**src/tccw_pkg.sv**
```systemverilog
package tccw_pkg;

	localparam int COLUMNS_DEF   = 80;
	localparam int ROWS_DEF      = 25;
	localparam int TAB_WIDTH_DEF = 4;

	localparam int INDEX_W     = 11;
	localparam int VALUE_W     = 16;
	localparam int CHAR_W      = 8;
	localparam int NUM_W       = 32;
	localparam int BASE_W      = 5;
	localparam int ROW_IN_W    = 5;
	localparam int COL_IN_W    = 7;
	localparam int DIGIT_W     = 4;
	localparam int DIGIT_SLOTS = 32;
	localparam int SLOT_AW     = $clog2(DIGIT_SLOTS);
	localparam int SLOT_CW     = SLOT_AW + 1;
	localparam int DIV_BITS    = 8;
	localparam int DIV_STEPS   = NUM_W / DIV_BITS;
	localparam int DIV_CW      = (DIV_STEPS > 1) ? $clog2(DIV_STEPS) : 1;
	localparam int PC_W        = 4;

	typedef logic [1:0] op_t;
	localparam op_t OP_PUT_CHAR = 2'd0;
	localparam op_t OP_PUT_NUM  = 2'd1;
	localparam op_t OP_BACK     = 2'd2;
	localparam op_t OP_MOVE     = 2'd3;

	localparam logic [CHAR_W-1:0] CH_NUL   = 8'h00;
	localparam logic [CHAR_W-1:0] CH_TAB   = 8'h09;
	localparam logic [CHAR_W-1:0] CH_NL    = 8'h0A;
	localparam logic [CHAR_W-1:0] CH_SPACE = 8'h20;
	localparam logic [CHAR_W-1:0] ATTR_BLANK = 8'h00;

	localparam logic [BASE_W-1:0] BASE_MIN     = 5'd2;
	localparam logic [BASE_W-1:0] BASE_DEFAULT = 5'd10;
	localparam logic [BASE_W-1:0] BASE_MAX     = 5'd16;

	typedef logic [PC_W-1:0] pc_t;

	typedef enum logic [3:0] {
		ACT_IDLE,
		ACT_EMIT_CHAR,
		ACT_EMIT_TAB,
		ACT_NEWLINE,
		ACT_BACK,
		ACT_EMIT_BLANK,
		ACT_MOVE,
		ACT_DIV,
		ACT_STORE,
		ACT_READ,
		ACT_EMIT_DIGIT
	} act_t;

	typedef enum logic [2:0] {
		COND_GOTO,
		COND_DISPATCH,
		COND_TAB,
		COND_CHUNK,
		COND_DIGITS,
		COND_EMIT
	} cond_t;

	typedef struct packed {
		act_t  act;
		cond_t cond;
		pc_t   tgt_more;
		pc_t   tgt_done;
	} ctrl_t;

	typedef struct packed {
		logic stall;
		logic tab_more;
		logic chunk_more;
		logic digit_more;
		logic emit_more;
	} stat_t;

	typedef struct packed {
		logic load;
		logic step;
		logic clr;
	} div_ctl_t;

	typedef struct packed {
		logic [DIGIT_W-1:0] rem;
		logic               quot_zero;
		logic               chunk_more;
	} div_st_t;

	function automatic logic [CHAR_W-1:0] digit_glyph(input logic [DIGIT_W-1:0] d);
		if (d < 4'd10) begin
			return 8'h30 + CHAR_W'(d);
		end else begin
			return 8'h37 + CHAR_W'(d);
		end
	endfunction

endpackage

```
**src/tccw_seq.sv**
```systemverilog
module tccw_seq (
	input  logic                            clk,
	input  logic                            arst_n,
	input  logic                            in_valid,
	input  tccw_pkg::op_t                   op,
	input  logic [tccw_pkg::CHAR_W-1:0]     character,
	output logic                            in_ready,
	output tccw_pkg::ctrl_t                 ctrl,
	input  tccw_pkg::stat_t                 st
);

	localparam tccw_pkg::pc_t PC_IDLE  = 4'd0;
	localparam tccw_pkg::pc_t PC_CHAR  = 4'd1;
	localparam tccw_pkg::pc_t PC_TAB   = 4'd2;
	localparam tccw_pkg::pc_t PC_NL    = 4'd3;
	localparam tccw_pkg::pc_t PC_BACK  = 4'd4;
	localparam tccw_pkg::pc_t PC_BLANK = 4'd5;
	localparam tccw_pkg::pc_t PC_MOVE  = 4'd6;
	localparam tccw_pkg::pc_t PC_DIV   = 4'd7;
	localparam tccw_pkg::pc_t PC_STORE = 4'd8;
	localparam tccw_pkg::pc_t PC_READ  = 4'd9;
	localparam tccw_pkg::pc_t PC_DIGIT = 4'd10;

	// control store: action, condition, target if more, target when done
	function automatic tccw_pkg::ctrl_t rom(input tccw_pkg::pc_t pc);
		tccw_pkg::ctrl_t w;
		w = '{tccw_pkg::ACT_IDLE, tccw_pkg::COND_DISPATCH, PC_IDLE, PC_IDLE};
		unique case (pc)
			PC_CHAR:  w = '{tccw_pkg::ACT_EMIT_CHAR,  tccw_pkg::COND_GOTO,   PC_IDLE,  PC_IDLE};
			PC_TAB:   w = '{tccw_pkg::ACT_EMIT_TAB,   tccw_pkg::COND_TAB,    PC_TAB,   PC_IDLE};
			PC_NL:    w = '{tccw_pkg::ACT_NEWLINE,    tccw_pkg::COND_GOTO,   PC_IDLE,  PC_IDLE};
			PC_BACK:  w = '{tccw_pkg::ACT_BACK,       tccw_pkg::COND_GOTO,   PC_BLANK, PC_BLANK};
			PC_BLANK: w = '{tccw_pkg::ACT_EMIT_BLANK, tccw_pkg::COND_GOTO,   PC_IDLE,  PC_IDLE};
			PC_MOVE:  w = '{tccw_pkg::ACT_MOVE,       tccw_pkg::COND_GOTO,   PC_IDLE,  PC_IDLE};
			PC_DIV:   w = '{tccw_pkg::ACT_DIV,        tccw_pkg::COND_CHUNK,  PC_DIV,   PC_STORE};
			PC_STORE: w = '{tccw_pkg::ACT_STORE,      tccw_pkg::COND_DIGITS, PC_DIV,   PC_READ};
			PC_READ:  w = '{tccw_pkg::ACT_READ,       tccw_pkg::COND_GOTO,   PC_DIGIT, PC_DIGIT};
			PC_DIGIT: w = '{tccw_pkg::ACT_EMIT_DIGIT, tccw_pkg::COND_EMIT,   PC_READ,  PC_IDLE};
			default:  w = '{tccw_pkg::ACT_IDLE,       tccw_pkg::COND_DISPATCH, PC_IDLE, PC_IDLE};
		endcase
		return w;
	endfunction

	function automatic tccw_pkg::pc_t dispatch(input tccw_pkg::op_t o,
		input logic [tccw_pkg::CHAR_W-1:0] ch);
		tccw_pkg::pc_t p;
		p = PC_IDLE;
		unique case (o)
			tccw_pkg::OP_PUT_CHAR: begin
				if (ch == tccw_pkg::CH_NL) begin
					p = PC_NL;
				end else if (ch == tccw_pkg::CH_TAB) begin
					p = PC_TAB;
				end else if (ch == tccw_pkg::CH_NUL) begin
					p = PC_IDLE;
				end else begin
					p = PC_CHAR;
				end
			end
			tccw_pkg::OP_PUT_NUM: p = PC_DIV;
			tccw_pkg::OP_BACK:    p = PC_BACK;
			tccw_pkg::OP_MOVE:    p = PC_MOVE;
		endcase
		return p;
	endfunction

	tccw_pkg::pc_t pc_q;
	tccw_pkg::pc_t pc_d;
	logic          more;

	assign ctrl     = rom(pc_q);
	assign in_ready = (ctrl.cond == tccw_pkg::COND_DISPATCH);

	always_comb begin
		unique case (ctrl.cond)
			tccw_pkg::COND_TAB:    more = st.tab_more;
			tccw_pkg::COND_CHUNK:  more = st.chunk_more;
			tccw_pkg::COND_DIGITS: more = st.digit_more;
			tccw_pkg::COND_EMIT:   more = st.emit_more;
			default:               more = 1'b0;
		endcase
		if (ctrl.cond == tccw_pkg::COND_DISPATCH) begin
			pc_d = in_valid ? dispatch(op, character) : PC_IDLE;
		end else if (st.stall) begin
			pc_d = pc_q;
		end else begin
			pc_d = more ? ctrl.tgt_more : ctrl.tgt_done;
		end
	end

	always_ff @(posedge clk or negedge arst_n) begin
		if (!arst_n) begin
			pc_q <= PC_IDLE;
		end else begin
			pc_q <= pc_d;
		end
	end

	a_stall_holds: assert property (@(posedge clk) disable iff (!arst_n)
		st.stall |=> pc_q == $past(pc_q))
		else $error("step advanced during output stall");

	a_pc_range: assert property (@(posedge clk) disable iff (!arst_n)
		pc_q <= PC_DIGIT)
		else $error("step counter out of program");

	a_num_entry: assert property (@(posedge clk) disable iff (!arst_n)
		in_valid && in_ready && op == tccw_pkg::OP_PUT_NUM |=> pc_q == PC_DIV)
		else $error("put number did not enter conversion");

endmodule

```
**src/tccw_div.sv**
```systemverilog
module tccw_div (
	input  logic                          clk,
	input  logic                          arst_n,
	input  tccw_pkg::div_ctl_t            ctl,
	input  logic [tccw_pkg::NUM_W-1:0]    value,
	input  logic [tccw_pkg::BASE_W-1:0]   base,
	output tccw_pkg::div_st_t             st
);

	logic [tccw_pkg::NUM_W-1:0]    val_q;
	logic [tccw_pkg::DIGIT_W-1:0]  rem_q;
	logic [tccw_pkg::BASE_W-1:0]   base_q;
	logic [tccw_pkg::DIV_CW-1:0]   cnt_q;
	logic [tccw_pkg::BASE_W-1:0]   base_n;
	logic [tccw_pkg::BASE_W-1:0]   r;
	logic [tccw_pkg::DIV_BITS-1:0] qbits;
	logic [tccw_pkg::DIGIT_W-1:0]  rem_d;
	logic                          cnt_last;

	always_comb begin
		if (base < tccw_pkg::BASE_MIN) begin
			base_n = tccw_pkg::BASE_DEFAULT;
		end else if (base > tccw_pkg::BASE_MAX) begin
			base_n = tccw_pkg::BASE_MAX;
		end else begin
			base_n = base;
		end
	end

	// restoring division, one byte of dividend per step
	always_comb begin
		r = {1'b0, rem_q};
		qbits = '0;
		for (int i = 0; i < tccw_pkg::DIV_BITS; i++) begin
			r = {r[tccw_pkg::BASE_W-2:0], val_q[tccw_pkg::NUM_W-1-i]};
			qbits[tccw_pkg::DIV_BITS-1-i] = (r >= base_q);
			if (r >= base_q) begin
				r = r - base_q;
			end
		end
		rem_d = r[tccw_pkg::DIGIT_W-1:0];
	end

	assign cnt_last = (cnt_q == tccw_pkg::DIV_CW'(tccw_pkg::DIV_STEPS - 1));

	always_ff @(posedge clk or negedge arst_n) begin
		if (!arst_n) begin
			cnt_q <= '0;
		end else if (ctl.load) begin
			cnt_q <= '0;
		end else if (ctl.step) begin
			cnt_q <= cnt_last ? '0 : cnt_q + 1'b1;
		end
	end

	always_ff @(posedge clk) begin
		if (ctl.load) begin
			val_q  <= value;
			base_q <= base_n;
			rem_q  <= '0;
		end else if (ctl.step) begin
			val_q <= {val_q[tccw_pkg::NUM_W-tccw_pkg::DIV_BITS-1:0], qbits};
			rem_q <= rem_d;
		end else if (ctl.clr) begin
			rem_q <= '0;
		end
	end

	assign st.rem        = rem_q;
	assign st.quot_zero  = (val_q == '0);
	assign st.chunk_more = !cnt_last;

	a_clr_aligned: assert property (@(posedge clk) disable iff (!arst_n)
		ctl.clr |-> cnt_q == '0)
		else $error("digit taken mid division");

	a_rem_below_base: assert property (@(posedge clk) disable iff (!arst_n)
		ctl.step && !ctl.load |=> rem_q < base_q)
		else $error("remainder not below base");

	a_load_restarts: assert property (@(posedge clk) disable iff (!arst_n)
		ctl.load |=> cnt_q == '0 && rem_q == '0)
		else $error("division did not restart");

endmodule

```
**src/tccw_dp.sv**
```systemverilog
module tccw_dp #(
	parameter int COLUMNS   = tccw_pkg::COLUMNS_DEF,
	parameter int ROWS      = tccw_pkg::ROWS_DEF,
	parameter int TAB_WIDTH = tccw_pkg::TAB_WIDTH_DEF
) (
	input  logic                            clk,
	input  logic                            arst_n,
	input  logic                            accept,
	input  tccw_pkg::ctrl_t                 ctrl,
	output tccw_pkg::stat_t                 st,
	input  logic [tccw_pkg::CHAR_W-1:0]     character,
	input  logic [tccw_pkg::CHAR_W-1:0]     attribute,
	input  logic [tccw_pkg::NUM_W-1:0]      number_value,
	input  logic [tccw_pkg::BASE_W-1:0]     number_base,
	input  logic [tccw_pkg::ROW_IN_W-1:0]   row,
	input  logic [tccw_pkg::COL_IN_W-1:0]   column,
	output logic                            out_valid,
	input  logic                            out_ready,
	output logic [tccw_pkg::INDEX_W-1:0]    cell_index,
	output logic [tccw_pkg::VALUE_W-1:0]    cell_value,
	output logic                            out_last
);

	localparam int CELLS  = COLUMNS * ROWS;
	localparam int CUR_W  = $clog2(CELLS);
	localparam int COL_W  = $clog2(COLUMNS);
	localparam int ROW_W  = $clog2(ROWS);
	localparam int TAB_CW = (TAB_WIDTH > 1) ? $clog2(TAB_WIDTH) : 1;

	logic [CUR_W-1:0]              cursor_q, cursor_d;
	logic [COL_W-1:0]              col_q, col_d;
	logic [TAB_CW-1:0]             tab_q;
	logic [tccw_pkg::SLOT_CW-1:0]  n_q;
	logic [tccw_pkg::CHAR_W-1:0]   char_q, attr_q;
	logic [tccw_pkg::ROW_IN_W-1:0] row_in_q;
	logic [tccw_pkg::COL_IN_W-1:0] col_in_q;
	logic [tccw_pkg::DIGIT_W-1:0]  mem [tccw_pkg::DIGIT_SLOTS];
	logic [tccw_pkg::DIGIT_W-1:0]  rd_q;
	logic [tccw_pkg::SLOT_AW-1:0]  rd_addr;

	logic                          out_valid_q, out_last_q;
	logic [tccw_pkg::INDEX_W-1:0]  idx_q;
	logic [tccw_pkg::VALUE_W-1:0]  val_q;

	logic                          emit, busy, fire, advance, emit_last;
	logic [tccw_pkg::CHAR_W-1:0]   emit_ch, emit_attr;
	logic                          tab_last;

	logic [CUR_W-1:0]              cur_inc, cur_dec, cur_nl, cur_mv;
	logic [COL_W-1:0]              col_inc, col_dec, col_c;
	logic [ROW_W-1:0]              row_c;
	logic [CUR_W:0]                nl_sum;

	tccw_pkg::div_ctl_t            div_ctl;
	tccw_pkg::div_st_t             div_st;

	assign div_ctl.load = accept;
	assign div_ctl.step = (ctrl.act == tccw_pkg::ACT_DIV);
	assign div_ctl.clr  = (ctrl.act == tccw_pkg::ACT_STORE);

	tccw_div u_div (
		.clk    (clk),
		.arst_n (arst_n),
		.ctl    (div_ctl),
		.value  (number_value),
		.base   (number_base),
		.st     (div_st)
	);

	assign tab_last = (tab_q == TAB_CW'(TAB_WIDTH - 1));

	always_comb begin
		emit      = 1'b1;
		advance   = 1'b1;
		emit_ch   = char_q;
		emit_attr = attr_q;
		emit_last = 1'b1;
		unique case (ctrl.act)
			tccw_pkg::ACT_EMIT_CHAR: ;
			tccw_pkg::ACT_EMIT_TAB: begin
				emit_ch   = tccw_pkg::CH_SPACE;
				emit_last = tab_last;
			end
			tccw_pkg::ACT_EMIT_BLANK: begin
				emit_ch   = tccw_pkg::CH_SPACE;
				emit_attr = tccw_pkg::ATTR_BLANK;
				advance   = 1'b0;
			end
			tccw_pkg::ACT_EMIT_DIGIT: begin
				emit_ch   = tccw_pkg::digit_glyph(rd_q);
				emit_last = (n_q == '0);
			end
			default: begin
				emit    = 1'b0;
				advance = 1'b0;
			end
		endcase
	end

	assign busy = out_valid_q && !out_ready;
	assign fire = emit && !busy;

	// cursor arithmetic
	always_comb begin
		cur_inc = (cursor_q == CUR_W'(CELLS - 1)) ? '0 : cursor_q + 1'b1;
		col_inc = (col_q == COL_W'(COLUMNS - 1)) ? '0 : col_q + 1'b1;
		cur_dec = (cursor_q == '0) ? CUR_W'(CELLS - 1) : cursor_q - 1'b1;
		col_dec = (col_q == '0) ? COL_W'(COLUMNS - 1) : col_q - 1'b1;
		nl_sum  = {1'b0, cursor_q} + (CUR_W + 1)'(COLUMNS) - (CUR_W + 1)'(col_q);
		cur_nl  = (nl_sum >= (CUR_W + 1)'(CELLS)) ? '0 : nl_sum[CUR_W-1:0];
		row_c   = (8'(row_in_q) >= 8'(ROWS)) ? ROW_W'(ROWS - 1) : ROW_W'(row_in_q);
		col_c   = (9'(col_in_q) >= 9'(COLUMNS)) ? COL_W'(COLUMNS - 1) : COL_W'(col_in_q);
		cur_mv  = CUR_W'(row_c) * CUR_W'(COLUMNS) + CUR_W'(col_c);

		cursor_d = cursor_q;
		col_d    = col_q;
		unique case (ctrl.act)
			tccw_pkg::ACT_NEWLINE: begin
				cursor_d = cur_nl;
				col_d    = '0;
			end
			tccw_pkg::ACT_BACK: begin
				cursor_d = cur_dec;
				col_d    = col_dec;
			end
			tccw_pkg::ACT_MOVE: begin
				cursor_d = cur_mv;
				col_d    = col_c;
			end
			default: begin
				if (fire && advance) begin
					cursor_d = cur_inc;
					col_d    = col_inc;
				end
			end
		endcase
	end

	always_ff @(posedge clk or negedge arst_n) begin
		if (!arst_n) begin
			cursor_q    <= '0;
			col_q       <= '0;
			tab_q       <= '0;
			n_q         <= '0;
			out_valid_q <= 1'b0;
		end else begin
			cursor_q <= cursor_d;
			col_q    <= col_d;
			if (accept) begin
				tab_q <= '0;
			end else if (fire && ctrl.act == tccw_pkg::ACT_EMIT_TAB) begin
				tab_q <= tab_q + 1'b1;
			end
			if (accept) begin
				n_q <= '0;
			end else if (ctrl.act == tccw_pkg::ACT_STORE) begin
				n_q <= n_q + 1'b1;
			end else if (ctrl.act == tccw_pkg::ACT_READ) begin
				n_q <= n_q - 1'b1;
			end
			if (fire) begin
				out_valid_q <= 1'b1;
			end else if (out_ready) begin
				out_valid_q <= 1'b0;
			end
		end
	end

	always_ff @(posedge clk) begin
		if (accept) begin
			char_q   <= character;
			attr_q   <= attribute;
			row_in_q <= row;
			col_in_q <= column;
		end
		if (fire) begin
			idx_q      <= tccw_pkg::INDEX_W'(cursor_q);
			val_q      <= {emit_attr, emit_ch};
			out_last_q <= emit_last;
		end
	end

	// digit store
	assign rd_addr = n_q[tccw_pkg::SLOT_AW-1:0] - 1'b1;

	always_ff @(posedge clk) begin
		if (ctrl.act == tccw_pkg::ACT_STORE) begin
			mem[n_q[tccw_pkg::SLOT_AW-1:0]] <= div_st.rem;
		end
		if (ctrl.act == tccw_pkg::ACT_READ) begin
			rd_q <= mem[rd_addr];
		end
	end

	assign st.stall      = emit && busy;
	assign st.tab_more   = !tab_last;
	assign st.chunk_more = div_st.chunk_more;
	assign st.digit_more = !div_st.quot_zero
		&& (n_q != tccw_pkg::SLOT_CW'(tccw_pkg::DIGIT_SLOTS - 1));
	assign st.emit_more  = (n_q != '0);

	assign out_valid  = out_valid_q;
	assign cell_index = idx_q;
	assign cell_value = val_q;
	assign out_last   = out_last_q;

	a_cursor_range: assert property (@(posedge clk) disable iff (!arst_n)
		cursor_q <= CUR_W'(CELLS - 1))
		else $error("cursor beyond screen");

	a_col_range: assert property (@(posedge clk) disable iff (!arst_n)
		col_q <= COL_W'(COLUMNS - 1))
		else $error("column tracker beyond row");

	a_digit_count: assert property (@(posedge clk) disable iff (!arst_n)
		n_q <= tccw_pkg::SLOT_CW'(tccw_pkg::DIGIT_SLOTS))
		else $error("digit count overflow");

endmodule

```
**src/text_console_cell_writer_core.sv**
```systemverilog
// channel  dir  handshake          payload
// s_*      in   s_tvalid/s_tready  s_tuser op, s_tdata command fields
// m_*      out  m_tvalid/m_tready  m_tdata cell index and value, m_tlast last write
//
// Command steps: backspace moves the cursor back, then writes a blank; tab writes TAB_WIDTH
// spaces; put number runs, per digit, four byte steps of the divider and one store,
// then one read and one emit.
// Reset sets the cursor to the top left cell; the digit store is not cleared.
// An emit step waits while the output register holds an untaken transaction.
module text_console_cell_writer_core #(
	parameter int COLUMNS   = tccw_pkg::COLUMNS_DEF,
	parameter int ROWS      = tccw_pkg::ROWS_DEF,
	parameter int TAB_WIDTH = tccw_pkg::TAB_WIDTH_DEF
) (
	input  logic        clk,
	input  logic        arst_n,
	input  logic        s_tvalid,
	output logic        s_tready,
	// character[7:0], attribute[15:8], number_value[47:16], number_base[52:48],
	// row[57:53], column[64:58], zero fill
	input  logic [71:0] s_tdata,
	// op[1:0]
	input  logic [1:0]  s_tuser,
	output logic        m_tvalid,
	input  logic        m_tready,
	// cell_index[10:0], cell_value[26:11], zero fill
	output logic [31:0] m_tdata,
	output logic        m_tlast
);

	logic                            accept;
	tccw_pkg::ctrl_t                 ctrl;
	tccw_pkg::stat_t                 st;
	logic [tccw_pkg::INDEX_W-1:0]    cell_index;
	logic [tccw_pkg::VALUE_W-1:0]    cell_value;

	assign accept = s_tvalid && s_tready;

	tccw_seq u_seq (
		.clk       (clk),
		.arst_n    (arst_n),
		.in_valid  (s_tvalid),
		.op        (s_tuser),
		.character (s_tdata[7:0]),
		.in_ready  (s_tready),
		.ctrl      (ctrl),
		.st        (st)
	);

	tccw_dp #(
		.COLUMNS   (COLUMNS),
		.ROWS      (ROWS),
		.TAB_WIDTH (TAB_WIDTH)
	) u_dp (
		.clk          (clk),
		.arst_n       (arst_n),
		.accept       (accept),
		.ctrl         (ctrl),
		.st           (st),
		.character    (s_tdata[7:0]),
		.attribute    (s_tdata[15:8]),
		.number_value (s_tdata[47:16]),
		.number_base  (s_tdata[52:48]),
		.row          (s_tdata[57:53]),
		.column       (s_tdata[64:58]),
		.out_valid    (m_tvalid),
		.out_ready    (m_tready),
		.cell_index   (cell_index),
		.cell_value   (cell_value),
		.out_last     (m_tlast)
	);

	assign m_tdata = {5'b0, cell_value, cell_index};

endmodule
```
**config.mk**
```make
export PLATFORM = sky130hd
export DESIGN_NAME = text_console_cell_writer_core
export DESIGN_NICKNAME = d
export VERILOG_FILES = /design/src/tccw_pkg.sv /design/src/tccw_seq.sv /design/src/tccw_div.sv /design/src/tccw_dp.sv /design/src/text_console_cell_writer_core.sv
export SDC_FILE = /design/constraint.sdc
export NUM_CORES = 1
export LEC_CHECK = 0
export BUFFER_PORTS_ARGS = -buffer_cell sky130_fd_sc_hd__buf_2
export CORE_MARGIN = 5
export CORE_UTILIZATION = 45
export DETAILED_ROUTE_END_ITERATION = 10
export GPL_TIMING_DRIVEN = 0
export PLACE_DENSITY = 0.7
export SLEW_MARGIN = 25
export SYNTH_ARGS = -nofsm -noshare
export SYNTH_HDL_FRONTEND = slang
export SYNTH_HIERARCHICAL = 1
export SYNTH_SLANG_ARGS = --single-unit
```
**constraint.sdc**
```tcl
create_clock -name clk -period 24.7 [get_ports clk]
set_input_delay 6.175 -clock clk [delete_from_list [all_inputs] [get_ports clk]]
set_output_delay 6.175 -clock clk [all_outputs]
set_load 0.05 [all_outputs]
```
==> out/results.ini, run 1 <==
[critical_path]
end_kind=flip-flop
crit_top_cell=ha_1
rr_worst_depth=52
start_kind=flip-flop
required_ps=25090
critPathArrivalTime_ps=12840
slowest_delay_ps=790
crit_slowest_cell=edfxtp_1
worstPathMaxFanout=10
critPathKind=reg2reg

[clock_tree]
root_buffer=clkbuf_16
path_clk_slew_ps=60
cts_resized=0
clock_sinks=262
hold_buffers=0
post-cts-setup-buffer-count=0
cts_tree=built
numCtsBuffers=28
htreeDepth=1
cts_buffer_depth=3
insertion_delay_ps=540

[synth]
syn_area_sq_um=14800
syn-instance-count=1204
avgSynthCellArea_sq_um=12.3
synth_warnings=6

[final_layout]
drive_gt1_share_pct=21.2
nets=1520
antenna_cells=0
fin_cells=1805
area_delta_synth_final_pct=14.5

[placement]
io_buffers=100
gp_congestion=0.904
dp_cells=1753
dpl.hpwl_um=25000

[routing]
drc=0
totalWireLength_um=34100
vias_per_cell=5.58
drtIter0Drc=757
vias=10100
dr.pass1.iters=5
postRouteAntennaNets=0
wl_per_cell_um=18.9

[timing]
setup_viol_count_final=0
relSlewSlack_pct=43.3
clock_skew_ps=12.7
hold_ws_ps=465
finalCriticalPeriod_ps=12450
clock.fmax_mhz=80.3
worstMarginPinSlew_ps=851
timing.final.crit_share_pct=50.4
fin_setup_tns_ps=0
slew_viol_final=0
hold_viol_final=0
rsz0062_at_grt=false

[floorplan]
die-area_sq_um=36700
dieHeight_um=192
coreArea_sq_um=32500
pin_count=113
rows=66
die_w_um=192
initial_utilization_pct=45.6

[min_path]
whs_path_depth=0
hold_class=reg2reg

[global_route]
antenna_found_initial=0
grt_util_all_layers_pct=18.5
grt.overflow.total=0
grt_pass1_wl_um=54100
grt_max_degree=37
grt_pass1_vias=10100

[run_status]
status=finished clean

[flow_run]
max_cap_violations=0

==> final cells by class <==
| cell class | instances | area (sq um) |
|---|---|---|
| clock inverter | 17 | 223 |
| sequential | 262 | 7670 |
| multi-input combinational | 821 | 6720 |
| fill | 2789 | 15500 |
| timing repair buffer | 103 | 556 |
| inverter | 84 | 315 |
| buffer | 41 | 193 |
| tap | 442 | 553 |
| clock buffer | 35 | 768 |
==> metrics by stage <==
| step | utilization, % | cell area, sq um | setup slack (ps) |
|---|---|---|---|
| final | 52.2 | 17000 | 12250 |
| after detailed placement | 49.1 | 16000 | 12350 |
| after floorplan | - | 14900 | 14720 |
| after global routing | 52.2 | 17000 | 11180 |
| after CTS | 52.2 | 17000 | 12320 |
| after global placement | 48.9 | 15900 | 12490 |
==> critical path: cells and delay by family, from the launching register on <==
kind / cells / cell delay, ps
AO/OA/AOI/OAI: 28 / 5640
adder cells (fa/ha/maj): 8 / 2850
buffers and inverters: 7 / 1380
multiplexers: 3 / 940
flip-flops: 1 / 790
AND/OR/NAND/NOR: 6 / 700
==> worst paths after layout <==
check                                                    to                                from  slack, ps
min                           u_dp/cell_index[10]$_DFFE_PP_       u_dp/cursor_q[10]$_DFFE_PN0P_        470
max reg2reg                u_dp/u_div/rem_q[1]$_SDFFE_PP0P_  u_dp/u_div/base_q[1]$_SDFFCE_PP1P_      12250
min reg2reg                   u_dp/cell_index[10]$_DFFE_PP_       u_dp/cursor_q[10]$_DFFE_PN0P_        470
max                        u_dp/u_div/rem_q[1]$_SDFFE_PP0P_  u_dp/u_div/base_q[1]$_SDFFCE_PP1P_      12250
min in group asynchronous      u_dp/cursor_q[7]$_DFFE_PN0P_                              arst_n       5720
max in group asynchronous         u_seq/pc_q[2]$_DFFE_PN0P_                              arst_n      18450
==> metal layers <==
metal | share of wire (%) | GRT usage, % | routed length (um)
met5 | 0 | 0 | 0
met4 | 2.0 | 4.28 | 699
met3 | 5.9 | 3.09 | 2000
met2 | 48 | 31.2 | 16300
met1 | 44 | 25.2 | 15100
==> flip-flops by register name, summed over array words and instances, names as in the netlist <==
signal,cells
u_dp/u_div/cnt_q,2
u_dp/attr_q,8
u_dp/tab_q,2
u_dp/u_div/base_q,5
u_dp/col_in_q,7
u_dp/u_div/val_q,32
u_dp/cell_value,16
u_dp/cell_index,11
u_dp/rd_q,4
u_dp/cursor_q,11
u_seq/pc_q,4
u_dp/char_q,8
u_dp/n_q,6
u_dp/u_div/rem_q,4
u_dp/mem,128
u_dp/out_last,1
u_dp/out_valid,1
u_dp/row_in_q,5
u_dp/col_q,7
==> layout by cell type (no fill, tap or decap), types with 6 or more instances in the layout <==
cell,n
fa_1,12
a21oi_1,63
nand4_1,7
mux2_2,44
o211ai_1,7
o21ai_0,48
nand2_1,73
nand2b_1,16
a31oi_1,13
nand3b_1,9
mux4_2,40
a21o_1,26
nand3_1,19
nor2_1,91
nor3_1,11
buf_2,109
nor3b_1,13
nor4_1,10
nor2b_1,24
buf_4,6
mux2i_1,20
clkbuf_1,26
ha_1,89
clkbuf_16,29
xor2_1,12
inv_1,81
xnor2_1,39
or3_1,6
dfrtp_1,33
and2_1,6
o221ai_1,8
edfxtp_1,225
Power of run 1 is not shown: default switching activity piles up to over one toggle a cycle in this logic, so the estimate is an artifact.
==> run 2: changes to the inputs <==
--- a/config.mk
+++ b/config.mk
@@ -10,7 +10,7 @@
 export CORE_UTILIZATION = 45
 export DETAILED_ROUTE_END_ITERATION = 10
 export GPL_TIMING_DRIVEN = 0
-export PLACE_DENSITY = 0.7
+export PLACE_DENSITY = 0.72
 export SLEW_MARGIN = 25
 export SYNTH_ARGS = -nofsm -noshare
 export SYNTH_HDL_FRONTEND = slang
==> constraint.sdc (replaced) <==
create_clock -name clk -period 11.3 [get_ports clk]
set_input_delay 2.825 -clock clk [delete_from_list [all_inputs] [get_ports clk]]
set_output_delay 2.825 -clock clk [all_outputs]
set_load 0.05 [all_outputs]
==> run 2 against run 1 <==
  * Register-to-register slack worse by 12000 ps
  * Global-route usage down 0.21 points
  * Routed wire length down 0.38%
  * Fmax up 17%
  * Critical path type unchanged
==> out/results.ini, run 2 (synthesized netlist as in run 1, its figures left out) <==
[critical_path]
critPathKind=reg2reg
crit_slowest_cell=edfxtp_1
critPathArrivalTime_ps=11100
required_ps=11750
crit_top_cell=ha_1
rr_worst_depth=52
start_kind=flip-flop
slowest_delay_ps=370
worstPathMaxFanout=10
end_kind=flip-flop

[run_status]
status=finished clean

[routing]
wl_per_cell_um=18.7
postRouteAntennaNets=0
totalWireLength_um=34000
vias=10200
drtIter0Drc=714
dr.pass1.iters=6
drt-met1-wl_um=14500
route.met3.wl_um=2330
wl_met2_um=16200
drc=0
top_layer_used=met5
vias_per_cell=5.61

[clock_tree]
hold_buffers=0
cts_buffer_depth=3
htreeDepth=1
clock_sinks=262
path_clk_slew_ps=60
insertion_delay_ps=550
numCtsBuffers=29
cts_tree=built
root_buffer=clkbuf_16

[timing]
hold_viol_final=0
worstMarginPinSlew_ps=1070
clock.fmax_mhz=93.9
relSlewSlack_pct=28.1
clock_skew_ps=9.76
finalCriticalPeriod_ps=10650
slew_viol_final=0
timing.final.crit_share_pct=94.3
fin_setup_tns_ps=0
finalWorstSetupSlack_ps=648
setup_viol_count_final=0
hold_ws_ps=459

[final_layout]
nets=1538
drive_gt1_share_pct=23.2
fill_cells=2785
register_area_sq_um=7680
fin_util_pct=53.0
antenna_cells=0
largest_reg_flops=128
multi_input_area_sq_um=6800
area_delta_synth_final_pct=16.2
final_common_cell=edfxtp_1
final_cell_mix=225 x edfxtp_1, 109 x buf_2, 91 x nor2_1, 88 x ha_1, 78 x inv_1

[placement]
dpl.hpwl_um=24800
gp_congestion=0.865
place_ws_ps=-1070
io_buffers=100

[global_route]
antenna_found_initial=1
grt_pass1_wl_um=53700
grt_util_all_layers_pct=18.3
grt.overflow.total=0
grt_max_degree=37
grt_pass1_vias=10300

[floorplan]
initial_utilization_pct=45.6
coreArea_sq_um=32500
die_w_um=192
pin_count=113
rows=66
die-area_sq_um=36700
dieHeight_um=192

[min_path]
whs_path_depth=0
hold_class=reg2reg

[flow_run]
max_cap_violations=0

-- run 2: cell count changes in the layout (fill, tap and decap cells not counted), moves of 3 or more --
| cell | delta |
|---|---|
| o21ai_0 | -5 |
| o21ai_4 | +3 |
| clkinvlp_4 | +3 |
| o21ai_1 | +3 |
| dfxtp_2 | -4 |
| dfxtp_4 | +4 |
| inv_1 | -3 |
| a31oi_1 | -3 |
| buf_4 | +16 |
-- run 2: worst paths after layout --
kind	startpoint	endpoint	slack, ps
min	u_dp/cursor_q[10]$_DFFE_PN0P_	u_dp/cell_index[10]$_DFFE_PP_	460
min reg2reg	u_dp/cursor_q[10]$_DFFE_PN0P_	u_dp/cell_index[10]$_DFFE_PP_	460
max	u_dp/u_div/base_q[2]$_SDFFCE_PP0P_	u_dp/u_div/rem_q[2]$_SDFFE_PP0P_	650
max in group asynchronous	arst_n	u_dp/col_q[2]$_DFFE_PN0P_	8430
min in group asynchronous	arst_n	u_dp/cursor_q[9]$_DFFE_PN0P_	2360
max reg2reg	u_dp/u_div/base_q[2]$_SDFFCE_PP0P_	u_dp/u_div/rem_q[2]$_SDFFE_PP0P_	650
-- run 2: per-layer routing --
layer,vias up,track usage [%]
li1,4842,-
met1,4946,24.8
met2,368,30.0
met3,78,3.27
met4,2,5.77
met5,-,0
-- run 2: per-stage QoR --
stage,area [sq um],cells
after floorplan,14900,1208
after global placement,15900,1750
after detailed placement,16000,1753
after CTS,17000,1807
after global routing,17200,1823
final,17200,1823
-- run 2: final cells by class --
class,count,share of cell area [%]
Buffer,41,1.14
Clock buffer,32,4.28
Clock inverter,21,1.57
Inverter,84,1.89
Multi-Input combinational cell,822,39.4
Sequential cell,262,44.5
Tap cell,442,3.21
Timing Repair Buffer,119,3.94
-- run 2: critical path: cells and delay by family, from the launching register on --
family / cells / cell delay (ps)
AO/OA/AOI/OAI: 30 / 5200
adder cells (fa/ha/maj): 8 / 2670
buffers and inverters: 7 / 1030
multiplexers: 3 / 880
flip-flops: 1 / 370
AND/OR/NAND/NOR: 4 / 340
-- run 2: repair_timing --
action	in CTS	in global routing
pin swaps	1	4
endpoints found under the hold margin	0	0
setup endpoints to repair	5	5
gates resized for setup	8	23
cloned	0	1
buffers inserted	1	15
Power of run 2 is left out for the same reason.
==> run 3: changes to the inputs <==
--- a/config.mk
+++ b/config.mk
@@ -5,12 +5,12 @@
 export SDC_FILE = /design/constraint.sdc
 export NUM_CORES = 1
 export LEC_CHECK = 0
-export BUFFER_PORTS_ARGS = -buffer_cell sky130_fd_sc_hd__buf_2
+export BUFFER_PORTS_ARGS = -buffer_cell sky130_fd_sc_hd__buf_4
 export CORE_MARGIN = 5
-export CORE_UTILIZATION = 45
+export CORE_UTILIZATION = 61
 export DETAILED_ROUTE_END_ITERATION = 10
 export GPL_TIMING_DRIVEN = 0
-export PLACE_DENSITY = 0.72
+export PLACE_DENSITY = 0.88
 export SLEW_MARGIN = 25
 export SYNTH_ARGS = -nofsm -noshare
 export SYNTH_HDL_FRONTEND = slang
==> constraint.sdc (replaced) <==
create_clock -name clk -period 10.5 [get_ports clk]
set_input_delay 2.625 -clock clk [delete_from_list [all_inputs] [get_ports clk]]
set_output_delay 2.625 -clock clk [all_outputs]
set_load 0.05 [all_outputs]
==> run 3 against run 2 <==
  * The flow now finishes with violations (setup timing)
  * Worst setup slack worse by 670 ps
  * Via count up 6.7%
  * Final cell count down 6.3%
  * Final area up 1.3%
  * Hold slack better by 6.0 ps
  * Critical endpoint is now u_dp/u_div/rem_q[3]$_SDFFE_PP0P_
==> out/results.ini, run 3 (synthesized netlist as in run 1, its figures left out) <==
[final_layout]
area_delta_synth_final_pct=17.7
drive_gt1_share_pct=24.7
fin_util_pct=72.4
final_common_cell=edfxtp_1
largest_reg_flops=128
nets=1542
final_cell_mix=225 x edfxtp_1, 128 x buf_4, 91 x nor2_1, 83 x ha_1, 78 x inv_1
antenna_cells=0
fin_cells=1708

[placement]
dpl.hpwl_um=25400
dp_cells=1634
gp_congestion=0.908
io_buffers=100

[timing]
timing.final.crit_share_pct=100
clock.fmax_mhz=95.0
hold_ws_ps=465
slew_viol_final=0
hold_viol_final=0
clock_skew_ps=26.7
worstMarginPinSlew_ps=1070
relSlewSlack_pct=28.3
setup_viol_count_final=3
finalWorstSetupSlack_ps=-24.3
finalCriticalPeriod_ps=10520

[critical_path]
critPathKind=reg2reg
worstPathMaxFanout=10
crit_slowest_cell=nor3b_1
critPathArrivalTime_ps=10960
required_ps=10940
slowest_delay_ps=400
end_kind=flip-flop
crit_top_cell=ha_1
start_kind=flip-flop

[floorplan]
dieHeight_um=166
die-area_sq_um=27500
die_w_um=166
coreArea_sq_um=24100
pin_count=113
rows=57
initial_utilization_pct=61.5

[routing]
vias=10900
dr.pass1.iters=6
vias_per_cell=6.39
totalWireLength_um=37900
postRouteAntennaNets=0
wl_per_cell_um=22.2
drc=0
drtIter0Drc=1356

[global_route]
grt_pass1_vias=11000
grt_pass1_wl_um=59200
grt.overflow.total=0
grt_max_degree=37
antenna_found_initial=1
grt_util_all_layers_pct=26.4

[min_path]
hold_class=reg2reg

[clock_tree]
path_clk_slew_ps=60
numCtsBuffers=27
insertion_delay_ps=560
clock_sinks=262
cts_buffer_depth=3
root_buffer=clkbuf_16
htreeDepth=1
cts_tree=built

[run_status]
violations=setup timing
status=finished, violations left

[flow_run]
max_cap_violations=0

-- run 3: per-layer routing --
layer,share of wire [%],track usage [%],vias up
met5,0.034,0,-
met3,8.7,5.21,153
met1,37,33.7,5271
li1,-,-,4848
met4,4.2,8.21,2
met2,50,46.0,645
-- run 3: stage by stage --
step | cell area, sq um | setup TNS [ps] | setup WS [ps]
after floorplan | 14900 | 0 | 519
after global placement | 16000 | -6960 | -1420
after detailed placement | 16100 | -9840 | -1930
after CTS | 17200 | 0 | 26.5
after global routing | 17500 | -1700 | -372
final | 17500 | -50.5 | -24.3
-- run 3: path summary, 6_finish.rpt --
path                                                     from                                to  slack [ps]  cells after the start
min reg2reg                     u_dp/cursor_q[10]$_DFFE_PN0P_     u_dp/cell_index[10]$_DFFE_PP_         470                      0
max in group asynchronous                              arst_n         u_seq/pc_q[2]$_DFFE_PN0P_        8130                      1
min in group asynchronous                              arst_n         u_dp/col_q[5]$_DFFE_PN0P_        2040                      1
min                             u_dp/cursor_q[10]$_DFFE_PN0P_     u_dp/cell_index[10]$_DFFE_PP_         470                      0
max                        u_dp/u_div/base_q[2]$_SDFFCE_PP0P_  u_dp/u_div/rem_q[3]$_SDFFE_PP0P_         -20                     47
max reg2reg                u_dp/u_div/base_q[2]$_SDFFCE_PP0P_  u_dp/u_div/rem_q[3]$_SDFFE_PP0P_         -20                     47
-- run 3: repair_timing --
item | 4_1_cts | 5_1_grt
hold buffers | 0 | 0
endpoints found under the hold margin | 0 | 0
resized for setup | 24 | 37
gates cloned | 1 | 0
endpoints found under the setup margin | 6 | 5
setup buffers | 15 | 9
pin swaps | 4 | 12
-- run 3: critical path: cells and delay by family, from the launching register on --
kind	cells	cell delay [ps]
AOI/OAI and AO/OA	24	4510
adders and majority gates	8	2620
muxes	4	1230
and+or+nand+nor	6	960
buffers and inverters	4	560
DFF	1	380
xor gates and xnor gates	1	100
-- run 3: layout make-up --
class                           count  area (sq um)
Buffer                             40           191
Clock buffer                       31           691
Fill cell                        1537          6640
Sequential cell                   262          7680
Timing Repair Buffer              126           986
Inverter                           84           323
Clock inverter                     19           206
Multi-Input combinational cell    822          6980
Tap cell                          324           405
Power of run 3 is left out for the same reason.
